$ cat config.mk
export PLATFORM = sky130hd
export DESIGN_NAME = iconv_queue
export DESIGN_NICKNAME = d
export VERILOG_FILES = /design/src/hdl/iconv_pkg.sv /design/src/hdl/iconv_queue.sv
export SDC_FILE = /design/constraint.sdc
export NUM_CORES = 1
export LEC_CHECK = 0
export BUFFER_PORTS_ARGS = -buffer_cell sky130_fd_sc_hd__buf_2
export CORE_ASPECT_RATIO = 0.9
export CORE_MARGIN = 4
export CORE_UTILIZATION = 51
export CTS_BUF_LIST = sky130_fd_sc_hd__clkbuf_16
export CTS_CLUSTER_SIZE = 8
export DETAILED_ROUTE_END_ITERATION = 6
export PLACE_DENSITY = 0.85
export SLEW_MARGIN = 0
export SYNTH_ARGS = -nofsm -noshare
export SYNTH_HDL_FRONTEND = slang
export SYNTH_SLANG_ARGS = --single-unit
export TNS_END_PERCENT = 30
$ cat constraint.sdc
create_clock -name clk -period 2.7 [get_ports clk]
set_input_delay 0.675 -clock clk [delete_from_list [all_inputs] [get_ports clk]]
set_output_delay 0.675 -clock clk [all_outputs]
set_load 0.01 [all_outputs]
$ cat src/hdl/iconv_pkg.sv
`timescale 1ns / 1ps
package iconv_pkg;

    localparam int MAX_WIDTH  = 1024;
    localparam int MAX_HEIGHT = 4096;
    localparam int KSIZE      = 5;
    localparam int TAPS       = 5;
    localparam int HALF       = KSIZE / 2;
    localparam int PIX_W      = 8;
    localparam int COEF_W     = 12;
    localparam int CFG_W      = 60;
    localparam int CIDX_W     = 3;
    localparam int COL_W      = $clog2(MAX_WIDTH);
    localparam int WID_W      = 11;
    localparam int HGT_W      = 13;
    localparam int ROW_W      = 13;
    localparam int IDX_W      = 15;
    localparam int SLOTS      = 8;
    localparam int SLOT_W     = $clog2(SLOTS);
    localparam int SEL_W      = 3;
    localparam int QDEPTH     = 4;
    localparam int QPTR_W     = $clog2(QDEPTH);
    localparam int QCNT_W     = QPTR_W + 1;
    localparam int ODEPTH     = 8;
    localparam int OPTR_W     = $clog2(ODEPTH);
    localparam int OCNT_W     = OPTR_W + 1;
    localparam int PROD_W     = PIX_W + COEF_W + 1;
    localparam int RSUM_W     = PROD_W + 3;
    localparam int SUM_W      = RSUM_W + 3;
    localparam int SHIFT      = 8;
    localparam int OUT_W      = 16;

    typedef enum logic [CIDX_W-1:0] {
        REG_KROW0,
        REG_KROW1,
        REG_KROW2,
        REG_KROW3,
        REG_KROW4,
        REG_WIDTH,
        REG_HEIGHT
    } cfg_reg_e;

    typedef logic [TAPS-1:0][PIX_W-1:0] pix_col_t;
    typedef logic [TAPS-1:0][CFG_W-1:0] kernel_t;

    typedef struct packed {
        pix_col_t               pix;
        logic                   due;
        logic                   last;
        logic [COL_W-1:0]       col;
        logic [WID_W-1:0]       width;
    } col_rec_t;

    // asymmetric mirror: -k reads k, n+k reads n-1-k
    function automatic logic signed [IDX_W-1:0] mirror_idx(
        input logic signed [IDX_W-1:0] v,
        input logic signed [IDX_W-1:0] n
    );
        logic signed [IDX_W-1:0] r;
        if (v < 0)
        begin
            r = -v;
        end
        else if (v >= n)
        begin
            r = (n <<< 1) - v - IDX_W'(1);
        end
        else
        begin
            r = v;
        end
        return r;
    endfunction

endpackage

$ cat src/hdl/iconv_queue.sv
`timescale 1ns / 1ps
module iconv_queue (
    input  logic                        clk,
    input  logic                        rst_n,
    input  logic                        push,
    input  iconv_pkg::col_rec_t         din,
    input  logic                        pop,
    output iconv_pkg::col_rec_t         dout,
    output logic                        empty,
    output logic [iconv_pkg::QCNT_W-1:0] count
);
    import iconv_pkg::*;

    col_rec_t              entry_reg [QDEPTH];
    logic [QPTR_W-1:0]     wr_ptr_reg, wr_ptr_next;
    logic [QPTR_W-1:0]     rd_ptr_reg, rd_ptr_next;
    logic [QCNT_W-1:0]     count_reg, count_next;

    always_comb
    begin
        wr_ptr_next = push ? wr_ptr_reg + QPTR_W'(1) : wr_ptr_reg;
        rd_ptr_next = pop ? rd_ptr_reg + QPTR_W'(1) : rd_ptr_reg;
        count_next  = count_reg + QCNT_W'(push) - QCNT_W'(pop);
    end

    always_ff @(posedge clk or negedge rst_n)
    begin
        if (!rst_n)
        begin
            wr_ptr_reg <= '0;
            rd_ptr_reg <= '0;
            count_reg  <= '0;
        end
        else
        begin
            wr_ptr_reg <= wr_ptr_next;
            rd_ptr_reg <= rd_ptr_next;
            count_reg  <= count_next;
        end
    end

    always_ff @(posedge clk)
    begin
        if (push)
        begin
            entry_reg[wr_ptr_reg] <= din;
        end
    end

    assign dout  = entry_reg[rd_ptr_reg];
    assign empty = (count_reg == '0);
    assign count = count_reg;

`ifndef ASSERT_OFF
    a_no_overflow: assert property (@(posedge clk) disable iff (!rst_n)
        push && !pop |-> count_reg < QCNT_W'(QDEPTH))
        else $error("queue overflow");
    a_no_underflow: assert property (@(posedge clk) disable iff (!rst_n)
        pop |-> count_reg != '0)
        else $error("queue underflow");
`endif

endmodule

==> flow_summary.yaml <==
routing:
  drt-total-wl_mm: 17.8
  initialDrtViolationCount: 266
  ant_nets: 0
  via_count: 4389
  drc: 0
  wl_per_cell_um: 22.5
  via_per_inst: 5.54
  dr.pass1.iters: 4
timing:
  finalSetupTns_ns: 0
  hold_viol: 0
  report.final.slew_viol_count: 0
  min_period_ns: 2.66
  period_share: 0.986
  max_slew_margin: 0.633
  fin_skew_ns: 0.0130
  finalSetupViolations: 0
  worst_pin_slew_ns: 0.550
  rsz0062_at_grt: "true"
  max_freq_mhz: 376
grt:
  antenna_found_initial: 0
  met2_usage: 0.296
  use_met1: 0.229
  grt-ovfl-total: 0
  grt_pass1_vias: 4830
  use_met3: 0.0431
  grt_pass1_wl_mm: 27.4
  grt_max_degree: 37
  grt_usage: 0.176
  top_usage_layer: "met2"
clock_network:
  root_buffer: "clkbuf_16"
  clk_latency_ns: 0.49
  cts_sinks: 259
  tritoncts: "done"
  clockBufferDepth: 3
  htreeDepth: 2
  numCtsBuffers: 38
  clk_pin_slew_worst_paths_ns: 0.05
worst_setup_path:
  r2r_slack_ns: 1.02
  worstPathMaxFanout: 15
  critPathKind: "reg2out"
  worst_setup_path_end_kind: "output pin"
  cp-startpoint: "rd_ptr_reg[0]"
  required_ns: 2.03
  worstReg2RegEnd: "count[2]"
  r2r_start: "count[0]"
  cp.arrival_ns: 1.99
  reg2reg_depth: 7
  start_kind: "flip-flop"
synthesis:
  async_flop_share: 0.0270
  synth_edf_count: 252
  syn_inst: 362
  synthDominantCellAreaShare: 0.799
  synthTopCellsByArea: "edfxtp_1 80%, mux4_2 15%, dfrtp_1 1.8%"
  post-synth-top-count-cell: "edfxtp_1"
  synth-seq-cells: 259
  yosys.area.top_type: "edfxtp_1"
  syn_area_per_cell_um2: 26.2
  synth.cell_area_mm2: 0.00948
  synth_common_cells: "252 x edfxtp_1, 63 x mux4_2, 7 x buf_2, 7 x dfrtp_1"
  seq_area_frac_synth: 0.817
  ys.flop_type: "edfxtp_1"
  yosys_warnings: 0
  synthesis.nets: 436
  synth_cell_types: 15
run:
  cap_violations: 0
pwr:
  p_switching_mw: 3.64
  pwr-share-seq: 0.417
  p_leak_nw: 4.11
  peakVddDrop_uv: 663
  design_power_total_mw: 13.3
  swShare: 0.274
  p_int_mw: 9.66
  clkPwrFrac: 0.303
  power_density_mw_per_mm2: 1140
  power_frac_comb: 0.280
final_layout:
  nFillCells: 1265
  postLayoutCellArea_mm2: 0.0116
  n_antenna_cell: 0
  syn2layout_area_growth_pct: 22.9
  multiInputGateArea_mm2: 0.00161
  fin_nets: 613
  largest_reg_flops: 252
  area.sequential_mm2: 0.00775
  drive_above_1_share: 0.477
die:
  start_util: 0.516
  die_area_mm2: 0.0208
  core.rowCount: 47
  die_y_um: 137
  die_x_um: 152
  design.core.area_mm2: 0.0183
  io-pin-count: 134
place:
  dpl.hpwl_mm: 10.6
  placed_area_mm2: 0.0105
  globalplace.congestion: 0.696
  port_buffers: 133
hold_path:
  hp-class: "in2async"
status:
  status: "completed"
-- layout make-up --
type / instances / area share
clock buffers: 39 / 0.0838
clock inverters: 9 / 0.00365
inverters: 6 / 0.00193
multi-input cells: 83 / 0.138
flip-flops and latches: 259 / 0.666
well taps: 245 / 0.0263
repair buffers: 151 / 0.0804
-- critical path, cell delays in order (launching register included) --
cell       delay (ns)
dfrtp_4          0.46
bufbuf_16        0.34
mux4_2           0.52
buf_2            0.16
-- per-stage QoR --
step,hold WS (ns),setup WS (ns),util,instances
6_report,0.0114,0.0386,0.635,792
2_1_floorplan,0.379,0.113,-,362
4_1_cts,0.00263,0.000455,0.633,791
3_3_place_gp,0.506,0.417,0.573,738
5_1_grt,0.0136,-0.0361,0.635,792
3_5_place_dp,0.524,0.422,0.573,738
-- placed cells by master, fill, tap and decap left out, types with 2 or more instances in the layout --
cell       Yosys  final
edfxtp_1     252    252
buf_2          7    132
mux4_2        63     63
clkbuf_16      0     40
inv_1          6     13
buf_4          1      9
ha_1           6      6
dfrtp_1        7      5
buf_12         0      5
and2_4         0      4
xnor2_1        3      3
xor2_1         2      2
nand2_1        2      2
buf_6          6      2
dfrtp_4        0      2
-- repair_timing --
item                       CTS  global route
hold buffers                 0             0
setup buffers                4             0
setup endpoints to repair   55            26
resized for setup            1             2
cloned                       1             1
pin swaps                    0             0
-- power groups by stage --
stage                     Sequential, mW  Clock (mW)  Combinational [mW]
final                               5.55        4.03                3.72
after detailed placement            5.65           0                3.57
after global routing                5.61        4.31                4.04
after CTS                           5.56        4.13                3.76
after floorplan                     5.51           0                2.37
after global placement              5.59           0                3.50
-- worst max path at each step --
stage                      endpoint  slack (ns)  cells past startpoint
global placement           dout[59]        0.42                      3
global route               dout[60]       -0.04                      3
CTS                         dout[2]      0.0005                      4
detailed placement          dout[2]        0.42                      3
floorplan           entry_reg[0][0]        0.11                      1
finish                     dout[61]        0.04                      3
-- kinds of logic after synthesis --
group                      share of synthesized area
adders and majority gates                     0.0100
and+or+nand+nor                              0.00396
xor gates and xnor gates                     0.00462
AOI/OAI and AO/OA                           0.000528
buffers and inverters                         0.0140
DFF                                            0.817
muxes                                          0.150
-- per-layer routing --
metal	share of wire	vias up	wire [um]
li1	-	1889	-
met1	0.40	2321	7060
met2	0.52	140	9180
met3	0.064	39	1130
met4	0.023	0	415
met5	0	-	0
Note: power is estimated with default switching activity, not from simulation.
